===== config.mk =====
export PLATFORM = sky130hd
export DESIGN_NAME = typematic_action_repeater
export DESIGN_NICKNAME = d
export VERILOG_FILES = /design/src/tar_pkg.sv /design/src/tar_regs.sv /design/src/tar_front.sv /design/src/tar_queue.sv /design/src/tar_back.sv /design/src/typematic_action_repeater.sv
export SDC_FILE = /design/constraint.sdc
export NUM_CORES = 1
export LEC_CHECK = 0
export BUFFER_PORTS_ARGS = -buffer_cell sky130_fd_sc_hd__buf_4
export CORE_ASPECT_RATIO = 1.25
export CORE_MARGIN = 4
export CORE_UTILIZATION = 45
export CTS_BUF_LIST = sky130_fd_sc_hd__clkbuf_4 sky130_fd_sc_hd__clkbuf_8 sky130_fd_sc_hd__clkbuf_16
export CTS_CLUSTER_SIZE = 40
export DETAILED_ROUTE_END_ITERATION = 10
export PLACE_DENSITY_LB_ADDON = 0.12
export SLEW_MARGIN = 15
export SYNTH_ARGS = -nofsm -noshare
export SYNTH_HDL_FRONTEND = slang
export SYNTH_SLANG_ARGS = --single-unit

===== constraint.sdc =====
create_clock -name clk -period 10.9 [get_ports clk]
set_input_delay 2.18 -clock clk [delete_from_list [all_inputs] [get_ports clk]]
set_output_delay 2.18 -clock clk [all_outputs]
set_load 0.05 [all_outputs]

===== src/tar_pkg.sv =====
`timescale 1ns / 1ps
// ----------------------------------------------------------------------------
// tar_pkg: shared types, constants and functions of the action repeater
// Holds the action count, field widths, register map and the priority
// encoder used by the classifier.
// ----------------------------------------------------------------------------
package tar_pkg;

    localparam int NUM_ACTIONS = 8;
    localparam int MASK_BITS   = 8;
    localparam int USED_BITS   = (NUM_ACTIONS < MASK_BITS) ? NUM_ACTIONS : MASK_BITS;
    localparam int ACT_W       = 4;
    localparam int DT_W        = 16;
    localparam int DELAY_W     = 24;
    localparam int HOLD_W      = 25;
    localparam int ADDR_W      = 3;
    localparam int DATA_W      = 32;

    localparam logic [DELAY_W-1:0] INITIAL_DELAY_RESET = 24'd300000;
    localparam logic [DELAY_W-1:0] REPEAT_DELAY_RESET  = 24'd100000;
    localparam logic [HOLD_W-1:0]  HOLD_MAX            = {HOLD_W{1'b1}};

    // Register index, taken from paddr[2]
    localparam logic REG_INITIAL_DELAY = 1'b0;
    localparam logic REG_REPEAT_DELAY  = 1'b1;

    localparam logic [ACT_W-1:0] ACT_NONE = '0;

    // One classified tick, as passed from the front end to the back end.
    typedef struct packed {
        logic [ACT_W-1:0]     press_act;
        logic [MASK_BITS-1:0] held_mask;
        logic [ACT_W-1:0]     first_held;
        logic [DT_W-1:0]      elapsed;
    } class_t;

    // Lowest set bit, numbered from one; zero when nothing is set.
    function automatic logic [ACT_W-1:0] first_action(input logic [MASK_BITS-1:0] mask);
        logic [ACT_W-1:0] res;
        res = ACT_NONE;
        for (int i = USED_BITS - 1; i >= 0; i--)
        begin
            if (mask[i])
            begin
                res = ACT_W'(i + 1);
            end
        end
        return res;
    endfunction

endpackage


===== src/tar_regs.sv =====
`timescale 1ns / 1ps
// ----------------------------------------------------------------------------
// tar_regs: configuration register file
// Holds the initial and repeat delays behind a simple APB-style port.
// ----------------------------------------------------------------------------
module tar_regs
(
    input  logic                            clk,
    input  logic                            rst_n,
    input  logic                            psel,
    input  logic                            penable,
    input  logic                            pwrite,
    input  logic [tar_pkg::ADDR_W-1:0]      paddr,
    input  logic [tar_pkg::DATA_W-1:0]      pwdata,
    output logic [tar_pkg::DATA_W-1:0]      prdata,
    output logic                            pready,
    output logic [tar_pkg::DELAY_W-1:0]     initial_delay,
    output logic [tar_pkg::DELAY_W-1:0]     repeat_delay
);

    logic [tar_pkg::DELAY_W-1:0] initial_delay_reg;
    logic [tar_pkg::DELAY_W-1:0] repeat_delay_reg;
    logic                        wr_en;

    assign pready = 1'b1;
    assign wr_en  = psel && penable && pwrite;

    always_ff @(posedge clk or negedge rst_n)
    begin
        if (!rst_n)
        begin
            initial_delay_reg <= tar_pkg::INITIAL_DELAY_RESET;
            repeat_delay_reg  <= tar_pkg::REPEAT_DELAY_RESET;
        end
        else if (wr_en)
        begin
            if (paddr[2] == tar_pkg::REG_INITIAL_DELAY)
            begin
                initial_delay_reg <= pwdata[tar_pkg::DELAY_W-1:0];
            end
            else
            begin
                repeat_delay_reg <= pwdata[tar_pkg::DELAY_W-1:0];
            end
        end
    end

    always_comb
    begin
        if (paddr[2] == tar_pkg::REG_INITIAL_DELAY)
        begin
            prdata = tar_pkg::DATA_W'(initial_delay_reg);
        end
        else
        begin
            prdata = tar_pkg::DATA_W'(repeat_delay_reg);
        end
    end

    assign initial_delay = initial_delay_reg;
    assign repeat_delay  = repeat_delay_reg;

endmodule


===== src/tar_front.sv =====
`timescale 1ns / 1ps
// ----------------------------------------------------------------------------
// tar_front: tick classifier
// Picks the fresh press by source priority and folds the held masks into
// one mask plus the lowest held action of the first source that holds one.
// ----------------------------------------------------------------------------
module tar_front
(
    input  logic [tar_pkg::MASK_BITS-1:0] key_pressed_mask,
    input  logic [tar_pkg::MASK_BITS-1:0] key_held_mask,
    input  logic [tar_pkg::MASK_BITS-1:0] mouse_pressed_mask,
    input  logic [tar_pkg::MASK_BITS-1:0] mouse_held_mask,
    input  logic [tar_pkg::MASK_BITS-1:0] pad_pressed_mask,
    input  logic [tar_pkg::MASK_BITS-1:0] pad_held_mask,
    input  logic [tar_pkg::DT_W-1:0]      elapsed_us,
    output tar_pkg::class_t               cls
);

    logic [tar_pkg::ACT_W-1:0] key_press;
    logic [tar_pkg::ACT_W-1:0] mouse_press;
    logic [tar_pkg::ACT_W-1:0] pad_press;
    logic [tar_pkg::ACT_W-1:0] key_held;
    logic [tar_pkg::ACT_W-1:0] mouse_held;
    logic [tar_pkg::ACT_W-1:0] pad_held;

    always_comb
    begin
        key_press   = tar_pkg::first_action(key_pressed_mask);
        mouse_press = tar_pkg::first_action(mouse_pressed_mask);
        pad_press   = tar_pkg::first_action(pad_pressed_mask);
        key_held    = tar_pkg::first_action(key_held_mask);
        mouse_held  = tar_pkg::first_action(mouse_held_mask);
        pad_held    = tar_pkg::first_action(pad_held_mask);

        if (key_press != tar_pkg::ACT_NONE)
        begin
            cls.press_act = key_press;
        end
        else if (mouse_press != tar_pkg::ACT_NONE)
        begin
            cls.press_act = mouse_press;
        end
        else
        begin
            cls.press_act = pad_press;
        end

        if (key_held != tar_pkg::ACT_NONE)
        begin
            cls.first_held = key_held;
        end
        else if (mouse_held != tar_pkg::ACT_NONE)
        begin
            cls.first_held = mouse_held;
        end
        else
        begin
            cls.first_held = pad_held;
        end

        cls.held_mask = key_held_mask | mouse_held_mask | pad_held_mask;
        cls.elapsed   = elapsed_us;
    end

endmodule


===== src/tar_queue.sv =====
`timescale 1ns / 1ps
// ----------------------------------------------------------------------------
// tar_queue: two-entry queue of classified ticks
// Decouples the classifier from the repeat engine so either may stall.
// ----------------------------------------------------------------------------
module tar_queue
(
    input  logic            clk,
    input  logic            rst_n,
    input  logic            push,
    input  tar_pkg::class_t push_data,
    output logic            full,
    input  logic            pop,
    output logic            not_empty,
    output tar_pkg::class_t pop_data
);

    tar_pkg::class_t entry_reg [2];
    logic            wr_ptr_reg;
    logic            wr_ptr_next;
    logic            rd_ptr_reg;
    logic            rd_ptr_next;
    logic [1:0]      count_reg;
    logic [1:0]      count_next;

    assign full      = (count_reg == 2'd2);
    assign not_empty = (count_reg != 2'd0);
    assign pop_data  = entry_reg[rd_ptr_reg];

    always_comb
    begin
        wr_ptr_next = push ? ~wr_ptr_reg : wr_ptr_reg;
        rd_ptr_next = pop ? ~rd_ptr_reg : rd_ptr_reg;
        count_next  = count_reg + 2'(push) - 2'(pop);
    end

    always_ff @(posedge clk or negedge rst_n)
    begin
        if (!rst_n)
        begin
            wr_ptr_reg <= 1'b0;
            rd_ptr_reg <= 1'b0;
            count_reg  <= 2'd0;
        end
        else
        begin
            wr_ptr_reg <= wr_ptr_next;
            rd_ptr_reg <= rd_ptr_next;
            count_reg  <= count_next;
        end
    end

    always_ff @(posedge clk)
    begin
        if (push)
        begin
            entry_reg[wr_ptr_reg] <= push_data;
        end
    end

endmodule


===== src/tar_back.sv =====
`timescale 1ns / 1ps
// ----------------------------------------------------------------------------
// tar_back: repeat engine
// Tracks the held action and the hold timer and registers one result per
// classified tick.
// ----------------------------------------------------------------------------
module tar_back
(
    input  logic                          clk,
    input  logic                          rst_n,
    input  logic                          cls_valid,
    input  tar_pkg::class_t               cls,
    output logic                          cls_take,
    input  logic [tar_pkg::DELAY_W-1:0]   initial_delay,
    input  logic [tar_pkg::DELAY_W-1:0]   repeat_delay,
    output logic                          out_valid,
    input  logic                          out_ready,
    output logic [tar_pkg::ACT_W-1:0]     active_action
);

    logic [tar_pkg::ACT_W-1:0]  last_held_reg;
    logic [tar_pkg::ACT_W-1:0]  last_held_next;
    logic                       repeating_reg;
    logic                       repeating_next;
    logic [tar_pkg::HOLD_W-1:0] hold_reg;
    logic [tar_pkg::HOLD_W-1:0] hold_next;
    logic                       out_valid_reg;
    logic                       out_valid_next;
    logic [tar_pkg::ACT_W-1:0]  action_reg;
    logic [tar_pkg::ACT_W-1:0]  action_next;

    logic                       keep;
    logic [tar_pkg::ACT_W-1:0]  held;
    logic [tar_pkg::ACT_W-1:0]  held_idx;
    logic [tar_pkg::HOLD_W:0]   sum;
    logic [tar_pkg::HOLD_W-1:0] sat;
    logic [tar_pkg::HOLD_W-1:0] delay;

    assign cls_take = cls_valid && (!out_valid_reg || out_ready);

    always_comb
    begin
        held_idx = last_held_reg - 1'b1;
        keep     = (last_held_reg != tar_pkg::ACT_NONE) &&
                   cls.held_mask[held_idx[2:0]];
        held     = keep ? last_held_reg : cls.first_held;

        sum = (tar_pkg::HOLD_W + 1)'(hold_reg) + (tar_pkg::HOLD_W + 1)'(cls.elapsed);
        sat = sum[tar_pkg::HOLD_W] ? tar_pkg::HOLD_MAX : sum[tar_pkg::HOLD_W-1:0];
        // The first repeat waits for the initial delay, later ones for the repeat delay
        delay = repeating_reg ? tar_pkg::HOLD_W'(repeat_delay)
                              : tar_pkg::HOLD_W'(initial_delay);

        last_held_next = last_held_reg;
        repeating_next = repeating_reg;
        hold_next      = hold_reg;
        action_next    = action_reg;

        if (cls_take)
        begin
            if (cls.press_act != tar_pkg::ACT_NONE)
            begin
                last_held_next = cls.press_act;
                repeating_next = 1'b0;
                hold_next      = '0;
                action_next    = cls.press_act;
            end
            else if (held != last_held_reg)
            begin
                last_held_next = held;
                repeating_next = 1'b0;
                hold_next      = '0;
                action_next    = held;
            end
            else if (held == tar_pkg::ACT_NONE)
            begin
                action_next = tar_pkg::ACT_NONE;
            end
            else if (sat >= delay)
            begin
                repeating_next = 1'b1;
                hold_next      = sat - delay;
                action_next    = held;
            end
            else
            begin
                hold_next   = sat;
                action_next = tar_pkg::ACT_NONE;
            end
        end

        if (cls_take)
        begin
            out_valid_next = 1'b1;
        end
        else if (out_ready)
        begin
            out_valid_next = 1'b0;
        end
        else
        begin
            out_valid_next = out_valid_reg;
        end
    end

    always_ff @(posedge clk or negedge rst_n)
    begin
        if (!rst_n)
        begin
            last_held_reg <= tar_pkg::ACT_NONE;
            repeating_reg <= 1'b0;
            hold_reg      <= '0;
            out_valid_reg <= 1'b0;
        end
        else
        begin
            last_held_reg <= last_held_next;
            repeating_reg <= repeating_next;
            hold_reg      <= hold_next;
            out_valid_reg <= out_valid_next;
        end
    end

    always_ff @(posedge clk)
    begin
        action_reg <= action_next;
    end

    assign out_valid     = out_valid_reg;
    assign active_action = action_reg;

endmodule


===== src/typematic_action_repeater.sv =====
`timescale 1ns / 1ps
// ----------------------------------------------------------------------------
// typematic_action_repeater: auto-repeat of mapped input actions
// Turns per-tick press and held masks from three sources into a stream of
// actions with typematic delay and repeat.
// ----------------------------------------------------------------------------
//
//  Channel   Handshake              Carries
//  -------   ---------------------  ---------------------------------------
//  in        in_valid / in_ready    six press/held masks and elapsed_us
//  out       out_valid / out_ready  active_action, one per input transfer
//  config    psel/penable/pready    initial and repeat delay registers
//
// One input transfer is taken every clock cycle while the queue has a free
// entry; the repeat engine updates its state once per tick, which sets that
// rate. The tick is queued at the transfer edge; the repeat engine registers
// its result as it takes the tick, which a stalled output can hold back.
// rst_n clears the queue, the hold state and the output valid flag, and
// loads the delay registers with 300000 us and 100000 us.
// When the output is stalled the two-entry queue absorbs ticks; in_ready
// falls only once both entries are occupied.
//
module typematic_action_repeater
(
    input  logic                            clk,
    input  logic                            rst_n,
    input  logic                            in_valid,
    output logic                            in_ready,
    input  logic [tar_pkg::MASK_BITS-1:0]   key_pressed_mask,
    input  logic [tar_pkg::MASK_BITS-1:0]   key_held_mask,
    input  logic [tar_pkg::MASK_BITS-1:0]   mouse_pressed_mask,
    input  logic [tar_pkg::MASK_BITS-1:0]   mouse_held_mask,
    input  logic [tar_pkg::MASK_BITS-1:0]   pad_pressed_mask,
    input  logic [tar_pkg::MASK_BITS-1:0]   pad_held_mask,
    input  logic [tar_pkg::DT_W-1:0]        elapsed_us,
    output logic                            out_valid,
    input  logic                            out_ready,
    output logic [tar_pkg::ACT_W-1:0]       active_action,
    input  logic                            psel,
    input  logic                            penable,
    input  logic                            pwrite,
    input  logic [tar_pkg::ADDR_W-1:0]      paddr,
    input  logic [tar_pkg::DATA_W-1:0]      pwdata,
    output logic [tar_pkg::DATA_W-1:0]      prdata,
    output logic                            pready
);

    tar_pkg::class_t             front_cls;
    tar_pkg::class_t             queue_cls;
    logic                        queue_full;
    logic                        queue_not_empty;
    logic                        queue_pop;
    logic                        in_transfer;
    logic [tar_pkg::DELAY_W-1:0] initial_delay;
    logic [tar_pkg::DELAY_W-1:0] repeat_delay;

    // The front end accepts whenever the queue has a free entry.
    assign in_ready    = !queue_full;
    assign in_transfer = in_valid && in_ready;

    tar_regs u_regs
    (
        .clk           (clk),
        .rst_n         (rst_n),
        .psel          (psel),
        .penable       (penable),
        .pwrite        (pwrite),
        .paddr         (paddr),
        .pwdata        (pwdata),
        .prdata        (prdata),
        .pready        (pready),
        .initial_delay (initial_delay),
        .repeat_delay  (repeat_delay)
    );

    // Priority encoding of presses and held masks needs no state, so it is
    // done as the tick arrives and only the condensed form is queued.
    tar_front u_front
    (
        .key_pressed_mask   (key_pressed_mask),
        .key_held_mask      (key_held_mask),
        .mouse_pressed_mask (mouse_pressed_mask),
        .mouse_held_mask    (mouse_held_mask),
        .pad_pressed_mask   (pad_pressed_mask),
        .pad_held_mask      (pad_held_mask),
        .elapsed_us         (elapsed_us),
        .cls                (front_cls)
    );

    tar_queue u_queue
    (
        .clk       (clk),
        .rst_n     (rst_n),
        .push      (in_transfer),
        .push_data (front_cls),
        .full      (queue_full),
        .pop       (queue_pop),
        .not_empty (queue_not_empty),
        .pop_data  (queue_cls)
    );

    // The back end owns all state that one tick leaves for the next.
    tar_back u_back
    (
        .clk           (clk),
        .rst_n         (rst_n),
        .cls_valid     (queue_not_empty),
        .cls           (queue_cls),
        .cls_take      (queue_pop),
        .initial_delay (initial_delay),
        .repeat_delay  (repeat_delay),
        .out_valid     (out_valid),
        .out_ready     (out_ready),
        .active_action (active_action)
    );

endmodule

==> results.txt, run 1 <==
----------------------------------------------------
[Place]
  HPWL after detailed placement ... approximately 17000 um
  Final weighted congestion in routability-driven placement ... 0.842
  Port-buffer cells ... 125
  Pre-CTS setup slack ... about 4.2 ns

[Route]
  Remaining DRCs ... 0
  Routed Antenna Nets ... 0
  Routed length per placed instance ... roughly 17 um
  Aggregate routed wire length ... between 20000 and 25000 um
  DR vias ... around 7200
  First-pass iteration count of the detailed router ... 4
  Iter 0 DRT Violations ... 326
  Via density ... 5.49

[Timing]
  Number of setup violations in the final report ... 0
  Slack of the critical path ... between 4 and 5 ns
  Max-Slew Margin vs Limit ... 0.424
  Final worst path period share ... 0.613
  Worst slew pin tran ... ~0.86 ns
  Min cycle time layout ... between 6 and 7 ns
  Number of slew-limit violations in the final report ... 0
  Sum Neg Setup Slack ... 0 ns
  Clk_skew ... slightly below 0.01 ns
  Final hold viol count ... 0
  Timing-limited maximum frequency ... 150 MHz
  Unrepaired setup endpoints after global routing ... no

[Clock tree]
  Inserted Clock Buffers ... 17
  CTS tree ... yes
  Clock transition at path regs ... around 0.06 ns
  Number of setup buffers added after CTS ... 0
  Buffer cell driving the clock tree root ... clkbuf_16
  Number of levels the H-tree was split into ... 4
  Total number of clock tree sinks ... roughly 150
  Deepest clock path buffer count ... 2
  Clk_lat worst skew ... approximately 0.43 ns
  Post-CTS resize count ... 0
  Quantity of hold-fixing buffers added after cts ... 0

[Critical path]
  Top Family by Delay on Critical Path ... compound AO/OA/AOI/OAI gates
  Series of cell instances along the critical path ... mux2_2, ha_1, fa_1, a211oi_1, o21ai_0, a211o_1, a32oi_1, nor2_1, xnor2_1, nand2_1, ha_1, and4_1, and3_1, nand3_1, a21oi_1, o211ai_1, and2_1, nand2_2, nor2_1, o31ai_1
  Type of destination of the critical path ... flip-flop
  Critical path peak fanout ... 27
  Startpoint-to-endpoint class of the critical path ... flip-flop to flip-flop
  Critical path data arrival time ... slightly below 7 ns
  CP required ... roughly 11 ns
  Cell at the slowest stage of the critical path ... dfrtp_1
  Largest stage delay, worst path ... approximately 0.83 ns
  Setup crit start kind ... flip-flop
  Buffers & Inverters on Critical Path ... 0

[Synthesis]
  Basic-gate share of the synthesized area counting and, or, nand and nor cells ... 0.128
  Netlist Area Pre-Place ... 9580 um^2
  Main flop type after synthesis ... dfrtp_1
  Share of the synthesized area in compound gates (AO/OA/AOI/OAI) ... 0.134
  Synth Register Bits ... around 150
  Cell types with the highest counts after synthesis ... 93 x mux2_2, 69 x dfrtp_1, 69 x nand2_1
  Share of flip-flops with an asynchronous set or reset ... 0.550
  Cell type contributing the most total cell area after synthesis ... edfxtp_1
  XOR/XNOR Fraction of Synth Area ... 0.0347
  Synthesized netlist cell count ... ~900
  Synthesized-area fraction occupied by adder cells ... 0.0616
  Synthesis warning total ... 0
  Number of synthesized flops with an enable pin ... between 60 and 70
  Area share of the largest cell type after synthesis ... 0.213
  Share of the yosys chip area belonging to registers ... 0.432
  Most frequent cell after synthesis ... mux2_2
  Library cells used by synthesis ... 77
  Synthesized area per cell ... 10.7 um^2
  Combinational family with the most area after synthesis ... multiplexers
  Cell types with the largest area share after synthesis ... edfxtp_1 21%, dfrtp_1 18%, mux2_2 11%
  Multiplexer share of the synthesized area ... 0.176

[Layout]
  Fill cell instance count of the final layout ... 1895
  Ant diodes ... 0
  End-of-flow core utilization ... 0.543
  Number of flip-flops under the largest register name ... between 60 and 70
  Layout net count ... around 1200
  Multi-input gate area ... about 5200 um^2
  Area Growth Syn to Fin ... 18.5%
  Layout cell share with drive strength beyond 1 ... 0.296
  Sequential cell area in the final layout ... about 4100 um^2

[Hold path]
  Class of the tightest hold or removal check ... flip-flop to flip-flop

[Global route]
  Global-route track usage on met2 ... 0.376
  Vias in the first global route ... between 7000 and 8000
  GRT busiest layer ... met2
  Sum of overflow across all layers after global routing ... 0
  Tot GR Track Use ... 0.189
  First-pass GRT wire length ... 35800 um
  Maximum number of pins on one net before global-route repair ... 66
  Antenna violations before repair ... 0
  Met3 usage ... 0.0380
  GR Util met1 ... 0.201

[Floorplan]
  Die X-Extent ... 139 um
  Number of top-level pins ... roughly 150
  Die extent in y ... 171 um
  Effective utilization at floorplan ... 0.459
  Core Footprint ... roughly 21000 um^2
  Total die area ... about 24000 um^2
  Cell row count ... about 60

[Pwr]
  Worst vdd ir ... around 140 uV
  Areal power density over the cells ... between 200 and 300 nW/um^2
  Leakage ... approximately 0.0047 uW

[Outcome]
  Outcome ... completed

[Flow run]
  Total of max-cap violations ... 0

----------------------------------------------------
placed cells by master, fill, tap and decap left out, drive strengths merged, types with 7 or more instances in the layout:
| cell | n |
|---|---|
| buf | 134 |
| mux2 | 93 |
| nand2 | 70 |
| dfrtp | 69 |
| edfxtp | 68 |
| nor2 | 65 |
| o21ai | 57 |
| a21oi | 56 |
| mux2i | 54 |
| ha | 44 |
| inv | 31 |
| xnor2 | 20 |
| nor3 | 20 |
| clkbuf | 19 |
| xor2 | 18 |
| nand3 | 15 |
| dfstp | 14 |
| or3 | 13 |
| and3 | 11 |
| a21o | 10 |
| nand2b | 10 |
| conb | 9 |
| nor2b | 9 |
| or2 | 9 |
| o31ai | 9 |
| nor4 | 8 |
| nand4 | 7 |
| and2 | 7 |
layout make-up:
class                   count  share of cell area
flip-flops and latches    151               0.364
inverters                  27             0.00893
repair buffers            134              0.0886
multi-input cells         690               0.454
well taps                 274              0.0302
clock inverters            13              0.0150
clock buffers              19              0.0388
power breakdown:
| group | switching, uW | internal, uW | total, uW | leakage, uW |
|---|---|---|---|---|
| sequential | 78.5 | 747 | 826 | 0.00164 |
| combinational | 911 | 656 | 1570 | 0.00281 |
| clock | 245 | 369 | 613 | 0.000297 |
| total | 1230 | 1770 | 3010 | 0.00474 |
metal layers:
layer	share of wire	vias to the layer above
met5	0	-
met2	0.55	115
met4	0.018	0
met1	0.40	3469
li1	-	3568
met3	0.032	30
metrics by stage:
stage | cells | hold slack, ns | power [uW] | area [um^2]
finish | 1308 | 0.486 | 3010 | 11400
global route | 1308 | 0.513 | 3250 | 11400
CTS | 1308 | 0.487 | 3040 | 11400
detailed placement | 1276 | 0.474 | 2410 | 10700
global placement | 1276 | 0.469 | 2400 | 10700
floorplan | 903 | 0.453 | 2040 | 9610
worst reg2reg max path: cells and delay by family (launching register included):
kind                     cells  cell delay, ns
AO/OA/AOI/OAI                7            2.13
XOR/XNOR                     1            0.15
adder cells (fa/ha/maj)      3            1.13
flip-flops                   1            0.83
multiplexers                 1            0.42
AND/OR/NAND/NOR              8            1.84
cell families (layout without fill, tap and decap cells):
logic type	after synthesis	after routing
adder cells (fa/ha/maj)	46	46
multiplexers	151	151
buffers and inverters	62	193
AO/OA/AOI/OAI	195	195
AND/OR/NAND/NOR	251	251
XOR/XNOR	38	38
other	2	9
flip-flops	151	151
path summary, 6_finish.rpt:
kind	startpoint	endpoint	slack [ns]	depth (start not counted)
hold reg to reg	u_back.hold_reg[13]	u_back.hold_reg[13]	0.49	2
setup reg to reg	u_queue.rd_ptr_reg	u_back.active_action[1]	4.22	20
min in group asynchronous	rst_n	u_back.hold_reg[14]	1.63	1
hold / removal	u_back.hold_reg[13]	u_back.hold_reg[13]	0.49	2
max in group asynchronous	rst_n	u_regs.repeat_delay[3]	8.10	2
setup / recovery	u_queue.rd_ptr_reg	u_back.active_action[1]	4.22	20
Power figures use the tool's default switching activity.
==> run 2: changes to the inputs <==
==> constraint.sdc (replaced) <==
create_clock -name clk -period 5.7 [get_ports clk]
set_input_delay 1.14 -clock clk [delete_from_list [all_inputs] [get_ports clk]]
set_output_delay 1.14 -clock clk [all_outputs]
set_load 0.05 [all_outputs]
==> run 2 against run 1 <==
Effect of this change: maximum frequency rose by 24%; setup slack got worse by 3.9 ns; non-clock buffer count rose by 39; final cell count rose by 3.0%; highest routed layer unchanged; total power rose by 100%; first-iteration DRC count fell by 4.3%; design area rose by 3.2%; largest power group unchanged; combinational power rose by 110%; register-to-register slack got worse by 3.9 ns; worst hold slack got worse by 0.0024 ns; global-route usage fell by 0.31 points; count of clock-buffer cells in the layout fell by 1.
==> results.txt, run 2 (synthesis gave the netlist of run 1 again) <==
----------------------------------------------------
[Critical path]
  Type of destination of the critical path ... flip-flop
  Critical path data arrival time ... 5.69 ns
  Startpoint-to-endpoint class of the critical path ... flip-flop to flip-flop
  CP required ... 6.02 ns
  Setup crit start kind ... flip-flop
  Critical path peak fanout ... 3

[Route]
  Iter 0 DRT Violations ... 312
  Aggregate routed wire length ... ~22000 um
  Routed Antenna Nets ... 0
  Routed length per placed instance ... between 15 and 20 um
  Remaining DRCs ... 0
  DR vias ... between 7000 and 8000
  First-pass iteration count of the detailed router ... 5
  Via density ... approximately 5.4

[Outcome]
  Outcome ... completed

[Place]
  HPWL after detailed placement ... 17200 um
  Final weighted congestion in routability-driven placement ... 0.868
  Post-placement cell area ... 11000 um^2
  Port-buffer cells ... between 100 and 150

[Floorplan]
  Number of top-level pins ... between 100 and 150
  Die extent in y ... 171 um
  Die X-Extent ... 139 um
  Core Footprint ... roughly 21000 um^2
  Effective utilization at floorplan ... 0.459
  Cell row count ... just under 60
  Total die area ... between 20000 and 25000 um^2

[Pwr]
  Areal power density over the cells ... between 500 and 600 nW/um^2
  Worst vdd ir ... 312 uV
  Leakage ... roughly 0.0049 uW

[Timing]
  Timing-limited maximum frequency ... ~190 MHz
  Clk_skew ... 0.0129 ns
  Final worst path period share ... 0.943
  Worst slew pin tran ... 0.770 ns
  Unrepaired setup endpoints after global routing ... no
  Max-Slew Margin vs Limit ... 0.485
  Number of slew-limit violations in the final report ... 0
  Final hold viol count ... 0
  Sum Neg Setup Slack ... 0 ns
  Min cycle time layout ... 5.38 ns
  Number of setup violations in the final report ... 0

[Global route]
  Vias in the first global route ... roughly 7300
  Antenna violations before repair ... 0
  First-pass GRT wire length ... between 30000 and 40000 um
  Sum of overflow across all layers after global routing ... 0
  Tot GR Track Use ... 0.186
  Maximum number of pins on one net before global-route repair ... 46

[Clock tree]
  Deepest clock path buffer count ... 2
  Clock transition at path regs ... ~0.06 ns
  Post-CTS resize count ... 0
  Number of setup buffers added after CTS ... 0
  Inserted Clock Buffers ... 17
  Total number of clock tree sinks ... 151
  Quantity of hold-fixing buffers added after cts ... 0
  Buffer cell driving the clock tree root ... clkbuf_16
  Number of levels the H-tree was split into ... 4
  Clk_lat worst skew ... between 0.4 and 0.5 ns
  CTS tree ... yes

[Layout]
  Layout cell share with drive strength beyond 1 ... 0.327
  Layout net count ... roughly 1200
  Most frequent cells in the layout ... 171 x buf_4, 93 x mux2_2, 69 x nand2_1, 69 x dfrtp_1, 68 x edfxtp_1
  Post-layout instance area ... about 12000 um^2
  Leading cell type in the layout, fill and taps excluded ... buf_4
  Area Growth Syn to Fin ... 22.2%
  Ant diodes ... 0
  Number of flip-flops under the largest register name ... 64

[Hold path]
  Class of the tightest hold or removal check ... flip-flop to flip-flop

[Flow run]
  Total of max-cap violations ... 0

----------------------------------------------------
[run 2: through the flow]
stage | hold slack, ns | setup slack, ns | std cells | total power [uW] | util
finish | 0.483 | 0.325 | 1347 | 6060 | 0.561
global route | 0.509 | 0.00877 | 1347 | 6500 | 0.561
CTS | 0.491 | 0.0913 | 1347 | 6100 | 0.559
detailed placement | 0.477 | 0.131 | 1315 | 4880 | 0.529
global placement | 0.468 | 0.155 | 1315 | 4850 | 0.529
floorplan | 0.453 | 0.0289 | 903 | 3900 | -
[run 2: where the power goes]
group | switching, uW | internal [uW] | total (uW) | leakage, uW
clock network | 454 | 741 | 1190 | 0.000297
logic | 1840 | 1460 | 3300 | 0.00301
registers | 134 | 1430 | 1560 | 0.00164
total | 2430 | 3630 | 6060 | 0.00494
[run 2: path summary, 6_finish.rpt]
path,from,to,slack (ns),depth (start not counted)
worst max-delay path,u_queue.rd_ptr_reg,u_back.hold_reg[19],0.32,21
max in group asynchronous,rst_n,u_regs.repeat_delay[11],4.02,2
min in group asynchronous,rst_n,u_back.hold_reg[15],0.68,1
worst min register to register,u_back.hold_reg[15],u_back.hold_reg[15],0.48,2
worst max register to register,u_queue.rd_ptr_reg,u_back.hold_reg[19],0.32,21
worst min-delay path,u_back.hold_reg[15],u_back.hold_reg[15],0.48,2
[run 2: worst max-delay path, cell delays in order (launching register included)]
cell and delay [ns]:
dfrtp_1 0.42, mux2_2 0.37, ha_1 0.23, fa_1 0.48, a211oi_2 0.26, o21ai_0 0.16
a211o_1 0.37, nand3_1 0.15, nand2_1 0.08, xor2_1 0.15, or2_2 0.29, ha_1 0.31
a211oi_1 0.30, nand2_1 0.11, nor3_2 0.21, buf_4 0.14, a21oi_1 0.08, o31a_1 0.25
o21a_1 0.17, or3_1 0.30, a22o_1 0.20, a32o_1 0.24
[run 2: metal layers]
layer | vias up | GRT usage | part of all wire
met5 | - | 0 | 0
met4 | 0 | 0.0520 | 0.016
met3 | 26 | 0.0361 | 0.034
met2 | 138 | 0.372 | 0.56
met1 | 3489 | 0.199 | 0.39
li1 | 3639 | - | -
[run 2: final cells by class]
cell class | instances | area [um^2]
fill | 1885 | 9180
multi-input combinational | 690 | 5190
sequential | 151 | 4140
timing repair buffer | 173 | 1320
clock buffer | 18 | 433
tap | 274 | 343
clock inverter | 14 | 196
inverter | 27 | 101
